### config.mk
export PLATFORM = sky130hd
export DESIGN_NAME = task_event_flags_periodic_timers_top
export DESIGN_NICKNAME = d
export VERILOG_FILES = /design/src/hw/rtl/tefpt_pkg.sv /design/src/hw/rtl/tefpt_upd.sv /design/src/hw/rtl/tefpt_mem.sv /design/src/hw/rtl/task_event_flags_periodic_timers_top.sv
export VERILOG_INCLUDE_DIRS = /design/src /design/src/hw/rtl
export SDC_FILE = /design/constraint.sdc
export NUM_CORES = 2
export LEC_CHECK = 0
export ABC_AREA = 1
export BUFFER_PORTS_ARGS = -buffer_cell sky130_fd_sc_hd__buf_2
export CAP_MARGIN = 10
export CORE_ASPECT_RATIO = 1.25
export CORE_MARGIN = 4
export CORE_UTILIZATION = 55
export DETAILED_ROUTE_END_ITERATION = 10
export PLACE_DENSITY = 0.71
export SLEW_MARGIN = 20
export SYNTH_ARGS = -nofsm -noshare
export SYNTH_HDL_FRONTEND = slang
export SYNTH_SLANG_ARGS = --single-unit
export TNS_END_PERCENT = 10
### constraint.sdc
create_clock -name clk -period 11.9 [get_ports clk]
set_clock_uncertainty 0.15 [all_clocks]
set_input_delay 0.595 -clock clk [delete_from_list [all_inputs] [get_ports clk]]
set_output_delay 0.595 -clock clk [all_outputs]
set_load 0.005 [all_outputs]
### src/hw/rtl/assert_macros.svh
// Assertion macros shared by the RTL of the event-flag/timer block.
// Define NO_ASSERTIONS to compile them away; needs a clock named clk and reset rst.
`ifndef ASSERT_MACROS_SVH
`define ASSERT_MACROS_SVH
`ifndef NO_ASSERTIONS
`define ASSERT_CLK(label, prop, msg) \
  label: assert property (@(posedge clk) disable iff (rst) prop) else $error(msg);
`define ASSERT_CLK_ALWAYS(label, prop, msg) \
  label: assert property (@(posedge clk) prop) else $error(msg);
`else
`define ASSERT_CLK(label, prop, msg)
`define ASSERT_CLK_ALWAYS(label, prop, msg)
`endif
`endif

### src/hw/rtl/tefpt_pkg.sv
// Shared types and constants for the task event-flag / periodic timer block.
// No dependencies.
package tefpt_pkg;

  localparam int CMD_W   = 3;
  localparam int TASK_W  = 4;
  localparam int DATA_W  = 32;
  localparam int PEND_W  = 16;

  localparam int TASKS_DEF     = 16;
  localparam int TIMER_BIT_DEF = 0;

  localparam logic [CMD_W-1:0] CMD_SEND    = 3'd0;
  localparam logic [CMD_W-1:0] CMD_RECEIVE = 3'd1;
  localparam logic [CMD_W-1:0] CMD_ARM     = 3'd2;
  localparam logic [CMD_W-1:0] CMD_CANCEL  = 3'd3;
  localparam logic [CMD_W-1:0] CMD_TICK    = 3'd4;

  // One task's state, kept as one memory row.
  typedef struct packed {
    logic [DATA_W-1:0] reload;
    logic [DATA_W-1:0] count;
    logic [DATA_W-1:0] flags;
  } row_t;

  localparam int ROW_W = $bits(row_t);

endpackage

### src/hw/rtl/tefpt_upd.sv
// Shared row update unit: applies one command to one task's row.
// Depends on tefpt_pkg. Holds the single decrementer used by the tick sweep.
module tefpt_upd import tefpt_pkg::*; #(
  parameter int TIMER_BIT = TIMER_BIT_DEF
) (
  input  logic [CMD_W-1:0]  cmd,
  input  logic [DATA_W-1:0] value,
  input  row_t              row_in,
  output row_t              row_out,
  output logic [DATA_W-1:0] taken
);

  localparam logic [DATA_W-1:0] TB = DATA_W'(1) << TIMER_BIT;

  logic [DATA_W-1:0] dec;

  assign dec = row_in.count - DATA_W'(1);

  always_comb begin
    row_out = row_in;
    taken   = '0;
    case (cmd)
      CMD_SEND: begin
        row_out.flags = row_in.flags | value;
      end
      CMD_RECEIVE: begin
        taken         = row_in.flags & value;
        row_out.flags = row_in.flags & ~value;
      end
      CMD_ARM: begin
        row_out.count  = value;
        row_out.reload = value;
      end
      CMD_CANCEL: begin
        row_out.count = '0;
        row_out.flags = row_in.flags & ~TB;
      end
      CMD_TICK: begin
        if (row_in.count != '0) begin
          if (dec == '0) begin
            row_out.flags = row_in.flags | TB;
            row_out.count = row_in.reload;
          end else begin
            row_out.count = dec;
          end
        end
      end
      default: begin
        row_out = row_in;
      end
    endcase
  end

endmodule

### src/hw/rtl/tefpt_mem.sv
// Task state memory: one row per task, registered read, one write port.
// Depends on tefpt_pkg. Per-row valid bits make unwritten rows read as zero.
module tefpt_mem import tefpt_pkg::*; #(
  parameter int DEPTH = TASKS_DEF,
  parameter int AW    = (DEPTH > 1) ? $clog2(DEPTH) : 1
) (
  input  logic          clk,
  input  logic          rst,
  input  logic [AW-1:0] rd_addr,
  output row_t          rd_data,
  input  logic          wr_en,
  input  logic [AW-1:0] wr_addr,
  input  row_t          wr_data
);

  row_t             mem [DEPTH];
  logic [DEPTH-1:0] vld;
  row_t             q;
  logic             q_vld;

  always_ff @(posedge clk) begin
    if (wr_en) begin
      mem[wr_addr] <= wr_data;
    end
    q <= mem[rd_addr];
  end

  always_ff @(posedge clk) begin
    if (rst) begin
      vld   <= '0;
      q_vld <= 1'b0;
    end else begin
      if (wr_en) begin
        vld[wr_addr] <= 1'b1;
      end
      q_vld <= vld[rd_addr];
    end
  end

  assign rd_data = q_vld ? q : '0;

endmodule

### src/hw/rtl/task_event_flags_periodic_timers_top.sv
// Per-task event flags with periodic timers, stream in / stream out.
// A send/receive/arm/cancel on a valid task reads its row (S_RD), updates and writes it (S_EX),
// then loads the result (S_DONE); a bad task or unused code goes straight to S_DONE; a tick
// sweeps all TASKS rows with one decrementer. One item at a time: s_axis_tready is high only
// in S_IDLE, entered as the result is loaded; S_DONE waits while m_axis_tready holds a result.
// Reset (rst, synchronous, active high) clears control and per-row valid bits; no clearing pass.
`include "assert_macros.svh"
module task_event_flags_periodic_timers_top import tefpt_pkg::*; #(
  parameter int TASKS     = TASKS_DEF,
  parameter int TIMER_BIT = TIMER_BIT_DEF
) (
  input  logic        clk,
  input  logic        rst,
  input  logic        s_axis_tvalid,
  output logic        s_axis_tready,
  input  logic [39:0] s_axis_tdata,  // [2:0] cmd, [6:3] task_req, [38:7] value, [39] zero
  output logic        m_axis_tvalid,
  input  logic        m_axis_tready,
  output logic [47:0] m_axis_tdata   // [31:0] matched_events, [47:32] pending_tasks
);

  localparam int TW = (TASKS > 1) ? $clog2(TASKS) : 1;
  localparam logic [TW-1:0] LAST = TW'(TASKS - 1);

  typedef enum logic [3:0] {
    S_IDLE = 4'b0001,
    S_RD   = 4'b0010,
    S_EX   = 4'b0100,
    S_DONE = 4'b1000
  } state_t;

  state_t state;

  // input item fields
  logic [CMD_W-1:0]  in_cmd;
  logic [TASK_W-1:0] in_task;
  logic [DATA_W-1:0] in_value;

  assign in_cmd   = s_axis_tdata[2:0];
  assign in_task  = s_axis_tdata[6:3];
  assign in_value = s_axis_tdata[38:7];

  // latched command
  logic [CMD_W-1:0]  cmd_q;
  logic [DATA_W-1:0] value_q;
  logic [TW-1:0]     idx;      // row being read / updated
  logic [DATA_W-1:0] taken;
  logic [PEND_W-1:0] nz;       // task has nonzero flags (tasks 0..15 only)

  logic accept;
  logic task_ok;
  logic cmd_rowop;
  logic is_tick;

  assign s_axis_tready = (state == S_IDLE);
  assign accept        = s_axis_tvalid && s_axis_tready;
  assign task_ok       = (32'(in_task) < TASKS);
  assign cmd_rowop     = (in_cmd == CMD_SEND) || (in_cmd == CMD_RECEIVE) ||
                         (in_cmd == CMD_ARM)  || (in_cmd == CMD_CANCEL);
  assign is_tick       = (cmd_q == CMD_TICK);

  // memory and update unit
  logic [TW-1:0]     rd_addr;
  row_t              rd_row;
  row_t              new_row;
  logic [DATA_W-1:0] upd_taken;
  logic              wr_en;

  // During a tick sweep the next row is read while the current one is written.
  assign rd_addr = (state == S_EX && is_tick && idx != LAST) ? TW'(idx + 1'b1) : idx;
  assign wr_en   = (state == S_EX);

  tefpt_mem #(
    .DEPTH (TASKS),
    .AW    (TW)
  ) u_mem (
    .clk     (clk),
    .rst     (rst),
    .rd_addr (rd_addr),
    .rd_data (rd_row),
    .wr_en   (wr_en),
    .wr_addr (idx),
    .wr_data (new_row)
  );

  tefpt_upd #(
    .TIMER_BIT (TIMER_BIT)
  ) u_upd (
    .cmd     (cmd_q),
    .value   (value_q),
    .row_in  (rd_row),
    .row_out (new_row),
    .taken   (upd_taken)
  );

  // sequencer
  always_ff @(posedge clk) begin
    if (rst) begin
      state <= S_IDLE;
    end else begin
      case (state)
        S_IDLE: begin
          if (accept) begin
            if (in_cmd == CMD_TICK || (cmd_rowop && task_ok)) begin
              state <= S_RD;
            end else begin
              state <= S_DONE;   // bad task or unused code: no state change
            end
          end
        end
        S_RD: begin
          state <= S_EX;
        end
        S_EX: begin
          if (!is_tick || idx == LAST) begin
            state <= S_DONE;
          end
        end
        S_DONE: begin
          if (!m_axis_tvalid || m_axis_tready) begin
            state <= S_IDLE;
          end
        end
        default: begin
          state <= S_IDLE;
        end
      endcase
    end
  end

  // datapath registers
  always_ff @(posedge clk) begin
    if (accept) begin
      cmd_q   <= in_cmd;
      value_q <= in_value;
      idx     <= (in_cmd == CMD_TICK) ? '0 : TW'(in_task);
    end else if (state == S_EX && is_tick && idx != LAST) begin
      idx <= TW'(idx + 1'b1);
    end
  end

  always_ff @(posedge clk) begin
    if (rst) begin
      taken <= '0;
    end else if (accept) begin
      taken <= '0;
    end else if (state == S_EX) begin
      taken <= upd_taken;
    end
  end

  // pending bits follow every row write
  always_ff @(posedge clk) begin
    if (rst) begin
      nz <= '0;
    end else if (wr_en) begin
      for (int j = 0; j < PEND_W; j++) begin
        if (j < TASKS && idx == TW'(j)) begin
          nz[j] <= (new_row.flags != '0);
        end
      end
    end
  end

  // output register
  always_ff @(posedge clk) begin
    if (rst) begin
      m_axis_tvalid <= 1'b0;
    end else if (state == S_DONE && (!m_axis_tvalid || m_axis_tready)) begin
      m_axis_tvalid <= 1'b1;
    end else if (m_axis_tready) begin
      m_axis_tvalid <= 1'b0;
    end
  end

  always_ff @(posedge clk) begin
    if (state == S_DONE && (!m_axis_tvalid || m_axis_tready)) begin
      m_axis_tdata <= {nz, taken};
    end
  end

  `ASSERT_CLK(a_single_row_done, (state == S_EX && !is_tick) |=> (state == S_DONE),
              "single-row command did not finish in one update")
  `ASSERT_CLK(a_busy_after_take, accept |=> !s_axis_tready, "took a second item while busy")
  `ASSERT_CLK(a_taken_only_recv, (state == S_DONE && cmd_q != CMD_RECEIVE) |-> (taken == '0),
              "matched events nonzero for a non-receive command")
  `ASSERT_CLK(a_sweep_in_range, (state == S_EX) |-> (idx <= LAST), "row index past last task")
  `ASSERT_CLK(a_result_from_done, $rose(m_axis_tvalid) |-> ($past(state) == S_DONE),
              "result shown without finishing a command")

endmodule
==> run_results.csv <==
group,metric,value,unit
outcome,outcome,"complete, no violations",
routing,finalWirelength,184,mm
placed_design,placed_cells,6937,
job,cap_violations,0,
worst_setup_path,cp_slowest_cell,"buf_4",
yosys,synth_cell_type_count,43,
yosys,syn_inst,5424,
layout,stdcell_count,7297,
global_route,grt_pass1_vias,43900,
layout,fin_nets,5498,
worst_setup_path,crit_arrival,6.06,ns
clocking,clk_pin_slew_worst_paths,0.06,ns
pwr,leakagePower,26.0,nW
global_route,grt_max_degree,218,
global_route,use_met1,0.358,
global_route,grt_busiest_layer,"met2",
clocking,h-tree-depth,4,
timing,finalCriticalPeriod,5.47,ns
pwr,p_comb_frac,0.310,
worst_setup_path,critPathLaunch,"cmd_q[0]$_DFFE_PP_",
timing,drv_slew,0,
floorplan,core,127000,um^2
routing,num_vias,45900,
yosys,yosysWarnings,0,
pwr,powerDensity,246,nW/um^2
clocking,cts.repair.resized,0,
global_route,use_met2,0.453,
worst_setup_path,critPathKind,"reg2reg",
pwr,p_clk_frac,0.273,
pwr,sw_frac_of_total,0.361,
timing,fmax,0.183,GHz
pwr,irDropWorstVdd,0.000216,V
timing,final.setup.tns,0,ns
worst_setup_path,crit_chain,"nor2_1 > nand2_1 > nor3_2 > inv_1 > nand2_1 > nand2_4 > inv_8 > buf_4 > buf_4 > o21ai_0 > o221ai_1 > o211ai_1 > nand2_1",
clocking,cts_buffer_depth,3,
global_route,antenna_found_initial,1,
layout,fin_util,0.615,
yosys,avgSynthCellArea,12.9,um^2
worst_setup_path,cp_max_fo,177,
worst_setup_path,r2r_slack,6.43,ns
clocking,insertion_delay,0.81,ns
worst_setup_path,cp-end-kind,"register",
global_route,grt_pass1_wl,272,mm
worst_setup_path,cp-start-kind,"register",
layout,final_cell_mix,"1619 x edfxtp_1, 890 x nor2_1, 877 x o21ai_0",
global_route,met3_usage,0.0454,
clocking,numCtsBuffers,167,
floorplan,die-area,133000,um^2
routing,drc,0,
yosys,yosysSeqAreaShare,0.744,
worst_setup_path,cpMostUsedCell,"nand2_1",
floorplan,num_rows,146,
yosys,ys_ff_latch,1789,
layout,fill_cells,9252,
floorplan,die_h,407,um
placed_design,place.port_buffers,92,
pwr,power_frac_seq,0.417,
routing,first_iter_violations,5993,
worst_setup_path,rr_endpoint,"u_mem.q[45]$_DFF_P_",
pwr,power.switching,6.93,mW
clocking,cts_tree,"done",
worst_setup_path,r2r-start,"cmd_q[0]$_DFFE_PP_",
timing,tightest_slew,1.20,ns
yosys,postSynthNetCount,5475,
timing,rsz0062_at_grt,"false",
layout,final_common_cell,"edfxtp_1",
worst_setup_path,slowest_delay,0.91,ns
global_route,grt.total_usage,0.272,
timing,setup_viol,0,
pwr,internal-power,12.3,mW
global_route,gr-total-overflow,0,
floorplan,ios,94,
routing,wl_per_cell,25.2,um
clocking,post-cts-setup-buffer-count,0,
placed_design,hpwl,89.7,mm
floorplan,start_util,0.553,
clocking,clock-sinks,1789,
yosys,netlist_area,70000,um^2
floorplan,die_x,327,um
timing,hold_viol,0,
timing,period_share,0.460,
worst_setup_path,cp-endpoint,"u_mem.q[45]$_DFF_P_",
layout,area_growth,11.4,%
timing,slew_headroom,0.198,
routing,via_per_inst,6.29,
clocking,ctsHoldBuffers,41,
min_path,hp-class,"in2reg",
worst_setup_path,worstRegToRegCells,13,
layout,layout-drive-gt1-share,0.0932,
worst_setup_path,worstPathRequired,12.49,ns
placed_design,globalplace.congestion,0.876,
clocking,cts-root-buf,"clkbuf_16",
routing,ant_nets,0,
routing,first_pass_iters,6,
[metrics by stage]
| step | worst slack, ns | hold slack [ns] | cell area, um^2 | power [mW] |
|---|---|---|---|---|
| finish | 6.43 | 0.0893 | 77900 | 19.2 |
| global route | 6.08 | 0.0757 | 77900 | 20.1 |
| CTS | 6.58 | 0.0428 | 77900 | 19.1 |
| detailed placement | 6.61 | 0.260 | 72100 | 13.9 |
| floorplan | 3.53 | 0.253 | 70000 | 12.1 |
| global placement | 6.66 | 0.258 | 72100 | 13.8 |
[sequential cells by signal (all words and copies together), names as in the netlist]
name	cells
m_axis_tvalid	1
u_mem.q	96
idx	4
u_mem.vld	16
nz	16
state	4
u_mem.q_vld	1
taken	32
value_q	32
cmd_q	3
u_mem.mem	1536
m_axis_tdata	48
[layout make-up]
cell class / instances / area [um^2] / area share
Antenna cell: 2 / 5.00 / 0.0000642
Clock buffer: 244 / 4730 / 0.0607
Clock inverter: 71 / 672 / 0.00862
Inverter: 160 / 636 / 0.00816
Multi-Input combinational cell: 3102 / 16000 / 0.206
Sequential cell: 1789 / 52000 / 0.668
Tap cell: 1702 / 2130 / 0.0273
Timing Repair Buffer: 227 / 1700 / 0.0218
[logic make-up (layout without fill, tap and decap cells)]
family,after synthesis,in the layout,share of synthesized area
other,0,2,0
AO/OA/AOI/OAI,1630,1630,0.139
XOR/XNOR,11,11,0.00148
buffers and inverters,533,702,0.0305
adder cells (fa/ha/maj),7,7,0.00125
AND/OR/NAND/NOR,1454,1454,0.0840
flip-flops,1789,1789,0.744
[power groups by stage]
stage	registers, mW	logic [mW]	clock network, mW
2_1_floorplan	8.00	4.06	0
3_3_place_gp	8.13	5.67	0
3_5_place_dp	8.13	5.81	0
4_1_cts	8.00	5.85	5.29
5_1_grt	8.01	6.52	5.57
6_report	8.01	5.95	5.23
[critical path: cells and delay by family, from the launching register on]
family | cells | cell delay [ns]
flip-flops | 1 | 0.46
AO/OA/AOI/OAI | 3 | 0.63
buffers and inverters | 4 | 2.67
AND/OR/NAND/NOR | 6 | 1.21
[routing by layer]
layer / vias up / share of wire
met3: 439 / 0.095
met1: 22700 / 0.38
met5: - / 0
met2: 2491 / 0.48
li1: 20300 / -
met4: 0 / 0.043
[Yosys cell counts (all sizes together)]
cell    count  area share
edfxtp   1619        0.69
nor2      937       0.052
o21ai     897       0.064
nand2     393       0.022
clkbuf    307       0.016
o211ai    199       0.021
o221ai    192       0.024
o22ai     192       0.017
dfxtp     170       0.049
inv       158      0.0085
a21oi      89      0.0064
buf        66      0.0055
nand3      60      0.0044
nand4      40      0.0038
o21bai     32      0.0034
a31oi      25      0.0022
nor3       15      0.0014
xor2        9      0.0011
ha          7      0.0013
a211oi      4     0.00043
nand3b      4     0.00043
nor4        3     0.00027
clkinv      2     0.00011
xnor2       2     0.00036
and3        1    0.000089
nor4b       1     0.00013
[how the worst min path moves through the flow]
stage	startpoint	to	slack, ns	cells past startpoint
after global routing	rst	u_mem.vld[13]$_SDFFE_PP0P_	0.08	2
after global placement	nz[5]$_SDFFE_PP0P_	m_axis_tdata[37]$_DFFE_PP_	0.26	0
final	rst	u_mem.vld[1]$_SDFFE_PP0P_	0.09	2
after detailed placement	taken[13]$_SDFFE_PP0P_	m_axis_tdata[13]$_DFFE_PP_	0.26	0
after CTS	rst	u_mem.vld[13]$_SDFFE_PP0P_	0.04	2
after floorplan	taken[10]$_SDFFE_PP0P_	m_axis_tdata[10]$_DFFE_PP_	0.25	0
Note: power is estimated with default switching activity, not from simulation.
